**config.mk**
```make
export PLATFORM = sky130hd
export DESIGN_NAME = periodic_slot_load_balancer
export DESIGN_NICKNAME = d
export VERILOG_FILES = /design/src/rtl/core/plsb_pkg.sv /design/src/rtl/core/plsb_usage_mem.sv /design/src/rtl/core/plsb_ctrl.sv /design/src/rtl/core/periodic_slot_load_balancer.sv
export SDC_FILE = /design/constraint.sdc
export NUM_CORES = 1
export LEC_CHECK = 0
export BUFFER_PORTS_ARGS = -buffer_cell sky130_fd_sc_hd__buf_2
export CAP_MARGIN = 10
export CELL_PAD_IN_SITES_DETAIL_PLACEMENT = 1
export CELL_PAD_IN_SITES_GLOBAL_PLACEMENT = 1
export CORE_MARGIN = 2
export CORE_UTILIZATION = 40
export CTS_CLUSTER_DIAMETER = 30
export CTS_CLUSTER_SIZE = 12
export DETAILED_ROUTE_END_ITERATION = 16
export PLACE_DENSITY_LB_ADDON = 0.1
export SLEW_MARGIN = 10
export SYNTH_ARGS = -nofsm -noshare
export SYNTH_HDL_FRONTEND = slang
export SYNTH_SLANG_ARGS = --single-unit
```
**constraint.sdc**
```tcl
create_clock -name clk -period 4.6 [get_ports clk]
set_clock_uncertainty 0.15 [all_clocks]
set_input_delay 0.46 -clock clk [delete_from_list [all_inputs] [get_ports clk]]
set_output_delay 0.46 -clock clk [all_outputs]
set_load 0.005 [all_outputs]
```
**src/rtl/core/plsb_pkg.sv**
```systemverilog
`timescale 1ns / 1ps
// ----------------------------------------------------------------------------
// plsb_pkg
// Shared types and constants for the periodic slot load balancer.
// ----------------------------------------------------------------------------
package plsb_pkg;

    // Default configuration of the polling tree
    localparam int MAX_BRANCHES_DEF = 32;
    localparam int TREE_LEVELS_DEF  = 6;
    localparam int USAGE_BITS_DEF   = 8;

    // Fixed field widths of the transaction payloads
    localparam int LEVEL_W    = 3;
    localparam int INDEX_W    = 5;
    localparam int INTERVAL_W = 8;
    localparam int USAGE_W    = 8;

    // Request opcodes
    localparam logic MODE_SELECT  = 1'b0;
    localparam logic MODE_RELEASE = 1'b1;

    typedef enum logic [1:0] {
        STATUS_OK   = 2'd0,
        STATUS_SAT  = 2'd1,
        STATUS_ZERO = 2'd2
    } plsb_status_t;

    typedef struct packed {
        logic                  mode;
        logic [INTERVAL_W-1:0] interval;
        logic [LEVEL_W-1:0]    release_level;
        logic [INDEX_W-1:0]    release_index;
    } plsb_req_t;

    typedef struct packed {
        logic [LEVEL_W-1:0] chosen_level;
        logic [INDEX_W-1:0] chosen_index;
        logic [USAGE_W-1:0] new_usage;
        logic [1:0]         status;
    } plsb_rsp_t;

endpackage

```
**src/rtl/core/plsb_usage_mem.sv**
```systemverilog
`timescale 1ns / 1ps
// ----------------------------------------------------------------------------
// plsb_usage_mem
// Use-count store: one write port, one registered read port, per-entry valid
// bits so that an entry not yet written reads as zero.
// ----------------------------------------------------------------------------
module plsb_usage_mem #(
    parameter int ADDR_BITS = plsb_pkg::TREE_LEVELS_DEF,
    parameter int DATA_BITS = plsb_pkg::USAGE_BITS_DEF
) (
    input  logic                 clk,
    input  logic                 rst_n,
    input  logic                 wr_en,
    input  logic [ADDR_BITS-1:0] wr_addr,
    input  logic [DATA_BITS-1:0] wr_data,
    input  logic [ADDR_BITS-1:0] rd_addr,
    output logic [DATA_BITS-1:0] rd_data
);

    localparam int DEPTH = 1 << ADDR_BITS;

    logic [DATA_BITS-1:0] mem [DEPTH];
    logic [DEPTH-1:0]     valid_reg;
    logic [DATA_BITS-1:0] rd_word_reg;
    logic                 rd_vld_reg;

    always_ff @(posedge clk)
    begin
        if (wr_en)
        begin
            mem[wr_addr] <= wr_data;
        end
        rd_word_reg <= mem[rd_addr];
    end

    always_ff @(posedge clk or negedge rst_n)
    begin
        if (!rst_n)
        begin
            valid_reg  <= '0;
            rd_vld_reg <= 1'b0;
        end
        else
        begin
            if (wr_en)
            begin
                valid_reg[wr_addr] <= 1'b1;
            end
            rd_vld_reg <= valid_reg[rd_addr];
        end
    end

    assign rd_data = rd_vld_reg ? rd_word_reg : '0;

endmodule

```
**src/rtl/core/plsb_ctrl.sv**
```systemverilog
`timescale 1ns / 1ps
// ----------------------------------------------------------------------------
// plsb_ctrl
// Sequencer plus shared subtract/compare unit: level scan for selects,
// index wrap for releases, then a single count update.
// ----------------------------------------------------------------------------
module plsb_ctrl #(
    parameter int MAX_BRANCHES = plsb_pkg::MAX_BRANCHES_DEF,
    parameter int TREE_LEVELS  = plsb_pkg::TREE_LEVELS_DEF,
    parameter int USAGE_BITS   = plsb_pkg::USAGE_BITS_DEF
) (
    input  logic                   clk,
    input  logic                   rst_n,
    input  logic                   start,
    input  plsb_pkg::plsb_req_t    req,
    input  logic                   hold,
    output logic                   idle,
    output logic                   done,
    output plsb_pkg::plsb_rsp_t    result,
    output logic [TREE_LEVELS-1:0] rd_addr,
    input  logic [USAGE_BITS-1:0]  rd_data,
    output logic                   wr_en,
    output logic [TREE_LEVELS-1:0] wr_addr,
    output logic [USAGE_BITS-1:0]  wr_data
);

    localparam int IW = $clog2(MAX_BRANCHES);
    localparam int CW = IW + 1;
    localparam int RW = (CW > plsb_pkg::INDEX_W) ? CW : plsb_pkg::INDEX_W;
    localparam int AW = TREE_LEVELS;
    localparam int UW = USAGE_BITS;
    localparam int DW = (UW > RW) ? UW : RW;
    localparam int LW = plsb_pkg::LEVEL_W;
    localparam logic [UW-1:0] UMAX = '1;

    typedef enum logic [4:0] {
        S_IDLE  = 5'b00001,
        S_SCAN  = 5'b00010,
        S_WRAP  = 5'b00100,
        S_RWAIT = 5'b01000,
        S_UPD   = 5'b10000
    } plsb_state_t;

    plsb_state_t state_reg, state_next;
    logic          mode_reg, mode_next;
    logic [LW-1:0] level_reg, level_next;
    logic [CW-1:0] n_reg, n_next;
    logic [AW-1:0] base_reg, base_next;
    logic [RW-1:0] idx_reg, idx_next;
    logic [CW-1:0] cmp_reg, cmp_next;
    logic [IW-1:0] best_reg, best_next;
    logic [UW-1:0] val_reg, val_next;

    logic [LW-1:0] lvl_sel;
    logic [LW-1:0] lvl_in;
    logic [31:0]   pow_in;
    logic [31:0]   base_full;
    logic [CW-1:0] n_in;
    logic [AW-1:0] base_in;
    logic [31:0]   cur_full;
    logic [31:0]   wr_full;
    logic [DW-1:0] alu_a, alu_b;
    logic [DW:0]   alu_diff;
    logic          alu_lt;
    logic [UW-1:0] upd_val;
    logic          upd_write;
    plsb_pkg::plsb_status_t upd_status;
    logic [31:0]   best_full;
    logic [31:0]   use_full;

    // interval -> level: last power of two not above the interval
    always_comb
    begin
        lvl_sel = '0;
        for (int k = 0; k < TREE_LEVELS - 1; k++)
        begin
            if (32'(req.interval) >= (32'd2 << k))
            begin
                lvl_sel = LW'(k + 1);
            end
        end
    end

    always_comb
    begin
        if (req.mode == plsb_pkg::MODE_SELECT)
        begin
            lvl_in = lvl_sel;
        end
        else if (req.release_level >= LW'(TREE_LEVELS))
        begin
            lvl_in = LW'(TREE_LEVELS - 1);
        end
        else
        begin
            lvl_in = req.release_level;
        end
        pow_in    = 32'd1 << lvl_in;
        base_full = pow_in - 32'd1;
        base_in   = base_full[AW-1:0];
        n_in      = (pow_in > 32'(MAX_BRANCHES)) ? CW'(MAX_BRANCHES) : pow_in[CW-1:0];
    end

    // shared subtract/compare unit
    always_comb
    begin
        if (state_reg == S_SCAN)
        begin
            alu_a = DW'(rd_data);
            alu_b = DW'(val_reg);
        end
        else
        begin
            alu_a = DW'(idx_reg);
            alu_b = DW'(n_reg);
        end
        alu_diff = {1'b0, alu_a} - {1'b0, alu_b};
        alu_lt   = alu_diff[DW];
    end

    assign cur_full = 32'(base_reg) + 32'(idx_reg);
    assign wr_full  = 32'(base_reg) + 32'(best_reg);
    assign rd_addr  = (state_reg == S_IDLE) ? base_in : cur_full[AW-1:0];

    // count update: saturate at max on select, at zero on release
    always_comb
    begin
        upd_val    = val_reg;
        upd_write  = 1'b0;
        upd_status = plsb_pkg::STATUS_OK;
        if (mode_reg == plsb_pkg::MODE_SELECT)
        begin
            if (val_reg == UMAX)
            begin
                upd_status = plsb_pkg::STATUS_SAT;
            end
            else
            begin
                upd_val   = val_reg + UW'(1);
                upd_write = 1'b1;
            end
        end
        else
        begin
            if (val_reg == '0)
            begin
                upd_status = plsb_pkg::STATUS_ZERO;
            end
            else
            begin
                upd_val   = val_reg - UW'(1);
                upd_write = 1'b1;
            end
        end
    end

    always_comb
    begin
        state_next = state_reg;
        mode_next  = mode_reg;
        level_next = level_reg;
        n_next     = n_reg;
        base_next  = base_reg;
        idx_next   = idx_reg;
        cmp_next   = cmp_reg;
        best_next  = best_reg;
        val_next   = val_reg;
        done       = 1'b0;
        case (state_reg)
            S_IDLE:
            begin
                if (start)
                begin
                    mode_next  = req.mode;
                    level_next = lvl_in;
                    n_next     = n_in;
                    base_next  = base_in;
                    cmp_next   = '0;
                    if (req.mode == plsb_pkg::MODE_SELECT)
                    begin
                        idx_next   = RW'(1);
                        state_next = S_SCAN;
                    end
                    else
                    begin
                        idx_next   = RW'(req.release_index);
                        state_next = S_WRAP;
                    end
                end
            end
            S_SCAN:
            begin
                if (cmp_reg == '0 || alu_lt)
                begin
                    val_next  = rd_data;
                    best_next = cmp_reg[IW-1:0];
                end
                idx_next = idx_reg + RW'(1);
                cmp_next = cmp_reg + CW'(1);
                if (cmp_reg == n_reg - CW'(1))
                begin
                    state_next = S_UPD;
                end
            end
            S_WRAP:
            begin
                if (alu_lt)
                begin
                    best_next  = idx_reg[IW-1:0];
                    state_next = S_RWAIT;
                end
                else
                begin
                    idx_next = alu_diff[RW-1:0];
                end
            end
            S_RWAIT:
            begin
                val_next   = rd_data;
                state_next = S_UPD;
            end
            S_UPD:
            begin
                if (!hold)
                begin
                    done       = 1'b1;
                    state_next = S_IDLE;
                end
            end
            default:
            begin
                state_next = S_IDLE;
            end
        endcase
    end

    always_ff @(posedge clk or negedge rst_n)
    begin
        if (!rst_n)
        begin
            state_reg <= S_IDLE;
        end
        else
        begin
            state_reg <= state_next;
        end
    end

    always_ff @(posedge clk)
    begin
        mode_reg  <= mode_next;
        level_reg <= level_next;
        n_reg     <= n_next;
        base_reg  <= base_next;
        idx_reg   <= idx_next;
        cmp_reg   <= cmp_next;
        best_reg  <= best_next;
        val_reg   <= val_next;
    end

    assign idle    = (state_reg == S_IDLE);
    assign wr_en   = done && upd_write;
    assign wr_addr = wr_full[AW-1:0];
    assign wr_data = upd_val;

    assign best_full = 32'(best_reg);
    assign use_full  = 32'(upd_val);

    always_comb
    begin
        result.chosen_level = level_reg;
        result.chosen_index = best_full[plsb_pkg::INDEX_W-1:0];
        result.new_usage    = use_full[plsb_pkg::USAGE_W-1:0];
        result.status       = upd_status;
    end

endmodule

```
**src/rtl/core/periodic_slot_load_balancer.sv**
```systemverilog
`timescale 1ns / 1ps
// ----------------------------------------------------------------------------
// periodic_slot_load_balancer
// Least-used branch selection and release over a periodic polling tree.
// ----------------------------------------------------------------------------
//  channel | handshake            | payload           | direction
//  --------+----------------------+-------------------+----------
//  req     | req_valid/req_ready  | plsb_req_t        | in
//  rsp     | rsp_valid/rsp_ready  | plsb_rsp_t        | out
//
//  Select transaction: the n counts of the level are scanned, n being the
//  branch count of the level (32 for the widest level at defaults); one
//  count is read per cycle through the store's single read port.
//  Release transaction: an out-of-range index is wrapped by repeated
//  subtraction of n in the shared subtract unit (at most 31 / n times).
//  Reset clears the state machine, the response valid and all count valid
//  bits at once; no clearing sweep is needed.
//  A stalled response is held in the output register; the update step waits
//  only when that register is still full and not being drained.
// ----------------------------------------------------------------------------
module periodic_slot_load_balancer #(
    parameter int MAX_BRANCHES = plsb_pkg::MAX_BRANCHES_DEF,
    parameter int TREE_LEVELS  = plsb_pkg::TREE_LEVELS_DEF,
    parameter int USAGE_BITS   = plsb_pkg::USAGE_BITS_DEF
) (
    input  logic                clk,
    input  logic                rst_n,
    input  logic                req_valid,
    output logic                req_ready,
    input  plsb_pkg::plsb_req_t req,
    output logic                rsp_valid,
    input  logic                rsp_ready,
    output plsb_pkg::plsb_rsp_t rsp
);

    // Counters are laid out level by level: level k starts at 2^k - 1.
    logic                   start;
    logic                   hold;
    logic                   idle;
    logic                   done;
    plsb_pkg::plsb_rsp_t    result;
    logic [TREE_LEVELS-1:0] rd_addr;
    logic [USAGE_BITS-1:0]  rd_data;
    logic                   wr_en;
    logic [TREE_LEVELS-1:0] wr_addr;
    logic [USAGE_BITS-1:0]  wr_data;

    logic                   rsp_valid_reg, rsp_valid_next;
    plsb_pkg::plsb_rsp_t    rsp_reg;

    // one transaction at a time: take a new one only when the sequencer is idle
    assign req_ready = idle;
    assign start     = req_valid && idle;

    // output register full and not draining this cycle
    assign hold = rsp_valid_reg && !rsp_ready;

    plsb_ctrl #(
        .MAX_BRANCHES (MAX_BRANCHES),
        .TREE_LEVELS  (TREE_LEVELS),
        .USAGE_BITS   (USAGE_BITS)
    ) u_ctrl (
        .clk     (clk),
        .rst_n   (rst_n),
        .start   (start),
        .req     (req),
        .hold    (hold),
        .idle    (idle),
        .done    (done),
        .result  (result),
        .rd_addr (rd_addr),
        .rd_data (rd_data),
        .wr_en   (wr_en),
        .wr_addr (wr_addr),
        .wr_data (wr_data)
    );

    plsb_usage_mem #(
        .ADDR_BITS (TREE_LEVELS),
        .DATA_BITS (USAGE_BITS)
    ) u_mem (
        .clk     (clk),
        .rst_n   (rst_n),
        .wr_en   (wr_en),
        .wr_addr (wr_addr),
        .wr_data (wr_data),
        .rd_addr (rd_addr),
        .rd_data (rd_data)
    );

    always_comb
    begin
        rsp_valid_next = rsp_valid_reg;
        if (done)
        begin
            rsp_valid_next = 1'b1;
        end
        else if (rsp_ready)
        begin
            rsp_valid_next = 1'b0;
        end
    end

    always_ff @(posedge clk or negedge rst_n)
    begin
        if (!rst_n)
        begin
            rsp_valid_reg <= 1'b0;
        end
        else
        begin
            rsp_valid_reg <= rsp_valid_next;
        end
    end

    always_ff @(posedge clk)
    begin
        if (done)
        begin
            rsp_reg <= result;
        end
    end

    assign rsp_valid = rsp_valid_reg;
    assign rsp       = rsp_reg;

endmodule

```
==> out/results.txt <==
post-route clock period utilization - 0.975
RSZ-0062 raised after global routing - false
CTS H-tree lvls - 4
post-route design area - 0.0342 mm2
vias - 18.1k
Synth top cells by count - edfxtp_1, nand2_1, nand3_1
DRC - 0
number of core rows - 95
Final Routed Wirelength - 80900 um
Switch Pwr - 0.0111 W
met1 Use GR - 0.311
TritonCTS sink count - 650
fraction of layout cells with a size suffix above 1 - 0.209
DRT antenna net count - 0
Final TNS setup - 0 ns
area leader, netlist - edfxtp_1
nets@finish - 2378
Detailed Place HPWL - 49400 um
most common cell in the synthesized netlist - edfxtp_1
Clock Root Buffer - clkbuf_16
post-synthesis register bit count - 650
vias in the first global route - 19.4k
Synth Area in Compound Gates - 0.0632
GRT Overall Usage - 0.236
busiest grt layer - met2
Post-synth EDFFs - 571
peak supply drop - 0.601 mV
pin count of the biggest net entering global routing - 66
Clk pin slew, worst setup/hold paths - 0.04 ns
combinational share of power - 0.383
M3 GR Usage - 0.0392
crit-path max cell delay - 0.57 ns
post-synthesis simple-gate area fraction - 0.154
Synth Area in Adders - 0.0143
Via-to-Cell Ratio - 5.45
Synth Flop Type - edfxtp_1
final setup vio count - 0
initial antenna violation count - 1
DRT iter0 DRCs - 1207
die width - 264 um
Ports - 41
crit-path cells - dlygate4sd3_1, buf_2, or4_4, o22ai_2, dlygate4sd3_1, inv_1, nor2_1, nand2_1, ha_1, inv_1, mux2_2, and2_2, buf_4, buf_4, nand3_1, nand4_1, and4_1, nand4_1
synthesis-to-finish area growth - 26.9%
Post-Synthesis Cells - 2085
Clock Tree Buf Depth - 3
Rel. slew slack - 0.315
Setup Buffers After CTS - 0
Final Hold Viols - 0
M2 GR Usage - 0.394
Syn Nets - 2135
Worst Path Required - 5.02 ns
Worst-Margin Slew - 1.02 ns
Critical Setup Path Class - in -> reg
cell family with most CP delay - buffers and inverters
Mean Syn Cell Area - 12.9 um2
main combinational cell family by area after synthesis - simple AND/OR/NAND/NOR gates
routed len/inst - 24.3 um
Post-Synth XOR/XNOR Area - 0.0114
Core ar. - 0.0669 mm2
die height - 264 um
status - completed
CTS tree - built
multiplexer share of the synthesized area - 0.0255
Int Power - 0.0178 W
Antenna diodes - 0
fmax - 223 MHz
Ys Warns - 0
Final Power - 0.0288 W
DIE AREA - 0.0695 mm2
Largest register FFs - 512
clock group share of total power - 0.357
Num CTS Buffers - 145
first-pass GRT wire length - 122000 um
max_cap viols - 0
register area share after synthesis - 0.707
Flop pwr share - 0.260
Clk Latency, worst-skew pair - 0.72 ns
PD cells - 842 mW/mm2
Bufs and invs on worst path - 7
Cell Area, Synth - 0.0270 mm2
crit path DAT - 4.90 ns
largest fanout on the critical path - 18
Leakage - 12.7 nW
top cells by area, synth - edfxtp_1, dfrtp_1, nand2_1
startpoint type of the worst setup path - input pin
min-delay worst type - in -> reg
switching part of the total - 0.384
Yosys top cell area share - 0.636
CP endpoint kind - flip-flop
Async SR Flop Fraction - 0.109
post-layout util - 0.512
drt pass-1 iters - 5
grt ovf - 0
synth unique cells - 72
Port Buffer Count - 39
gpl congestion - 0.834
cell area after placement - 0.0292 mm2
Pins Over Slew Limit - 0
Final Critical Period - 4.48 ns
Critical-path top delay cell - dlygate4sd3_1
Initial Util - 0.403
## worst register-to-register path, delay by kind of cell (launching register included)
family / cells / cell delay, ns
compound gates: 7 / 1.43
simple gates: 4 / 0.87
fa+ha+maj: 1 / 0.46
flops: 1 / 0.42
mux: 1 / 0.42
buf+inv: 1 / 0.21
## final timing paths
path | from | endpoint | slack, ns | cells after the start
setup / recovery | req[16] | u_mem.rd_word_reg[3]$_DFF_P_ | 0.12 | 18
hold reg to reg | u_ctrl.level_reg[0]$_DFFE_PP_ | rsp[15]$_DFFE_PP_ | 0.27 | 0
hold / removal | req[7] | u_ctrl.base_reg[3]$_DFFE_PP_ | 0.15 | 4
setup reg to reg | u_ctrl.state_reg[4]$_DFFE_PN0P_ | u_ctrl.val_reg[2]$_DFFE_PP_ | 0.31 | 14
min in group asynchronous | rst_n | u_mem.valid_reg[59]$_DFFE_PN0P_ | 0.18 | 2
max in group asynchronous | rst_n | u_mem.valid_reg[12]$_DFFE_PN0P_ | 3.09 | 3
## what timing repair did
item / in CTS / in global routing
hold buffers: 11 / 0
gates resized for setup: 0 / 2
hold endpoints to repair: 48 / 0
setup endpoints to repair: 0 / 19
## kinds of logic after synthesis
| logic type | Yosys count |
|---|---|
| compound gates | 256 |
| mux | 68 |
| simple gates | 917 |
| fa+ha+maj | 29 |
| other cells | 1 |
| xor+xnor | 35 |
| flops | 650 |
| buf+inv | 129 |
## power groups by stage
stage	clock network, W	registers, W	logic [W]
2_1_floorplan	0	0.00745	0.00660
3_3_place_gp	0	0.00759	0.0109
3_5_place_dp	0	0.00760	0.0110
4_1_cts	0.0104	0.00750	0.0111
5_1_grt	0.0107	0.00754	0.0120
6_report	0.0103	0.00751	0.0110
## layer usage
metal	routed length, um	up-vias	share of wire
li1	-	8225	-
met1	35700	9366	0.44
met2	39900	373	0.49
met3	3040	140	0.038
met4	2280	0	0.028
met5	0	-	0
## stage by stage
stage                     std cells  hold slack [ns]  setup slack, ns
after floorplan                2085           0.0144           0.0338
after global placement         3042            0.255            0.289
after detailed placement       3042            0.268           0.0984
after CTS                      3322            0.104           0.0118
after global routing           3323            0.157           0.0133
final                          3323            0.148            0.117
## cell usage in the layout, fill, tap and decap left out, drive strengths merged, types with 24 or more instances in the layout
| cell type | count |
|---|---|
| edfxtp | 571 |
| nand2 | 457 |
| buf | 190 |
| clkbuf | 179 |
| nand3 | 168 |
| nor2 | 105 |
| a21oi | 98 |
| dfrtp | 70 |
| or2 | 65 |
| mux2i | 62 |
| clkinv | 56 |
| nand4 | 43 |
| a221oi | 27 |
| inv | 27 |
| ha | 26 |
| a32oi | 25 |
| o21ai | 24 |
## layout make-up
cell class                 count  area [um2]
tap                          873        1090
fill                        6714       32700
multi-input combinational   1306        7380
timing repair buffer         201        1650
clock inverter                90        1020
clock buffer                 179        3920
sequential                   650       19100
inverter                      24        90.1
(Power assumes the default switching activity.)
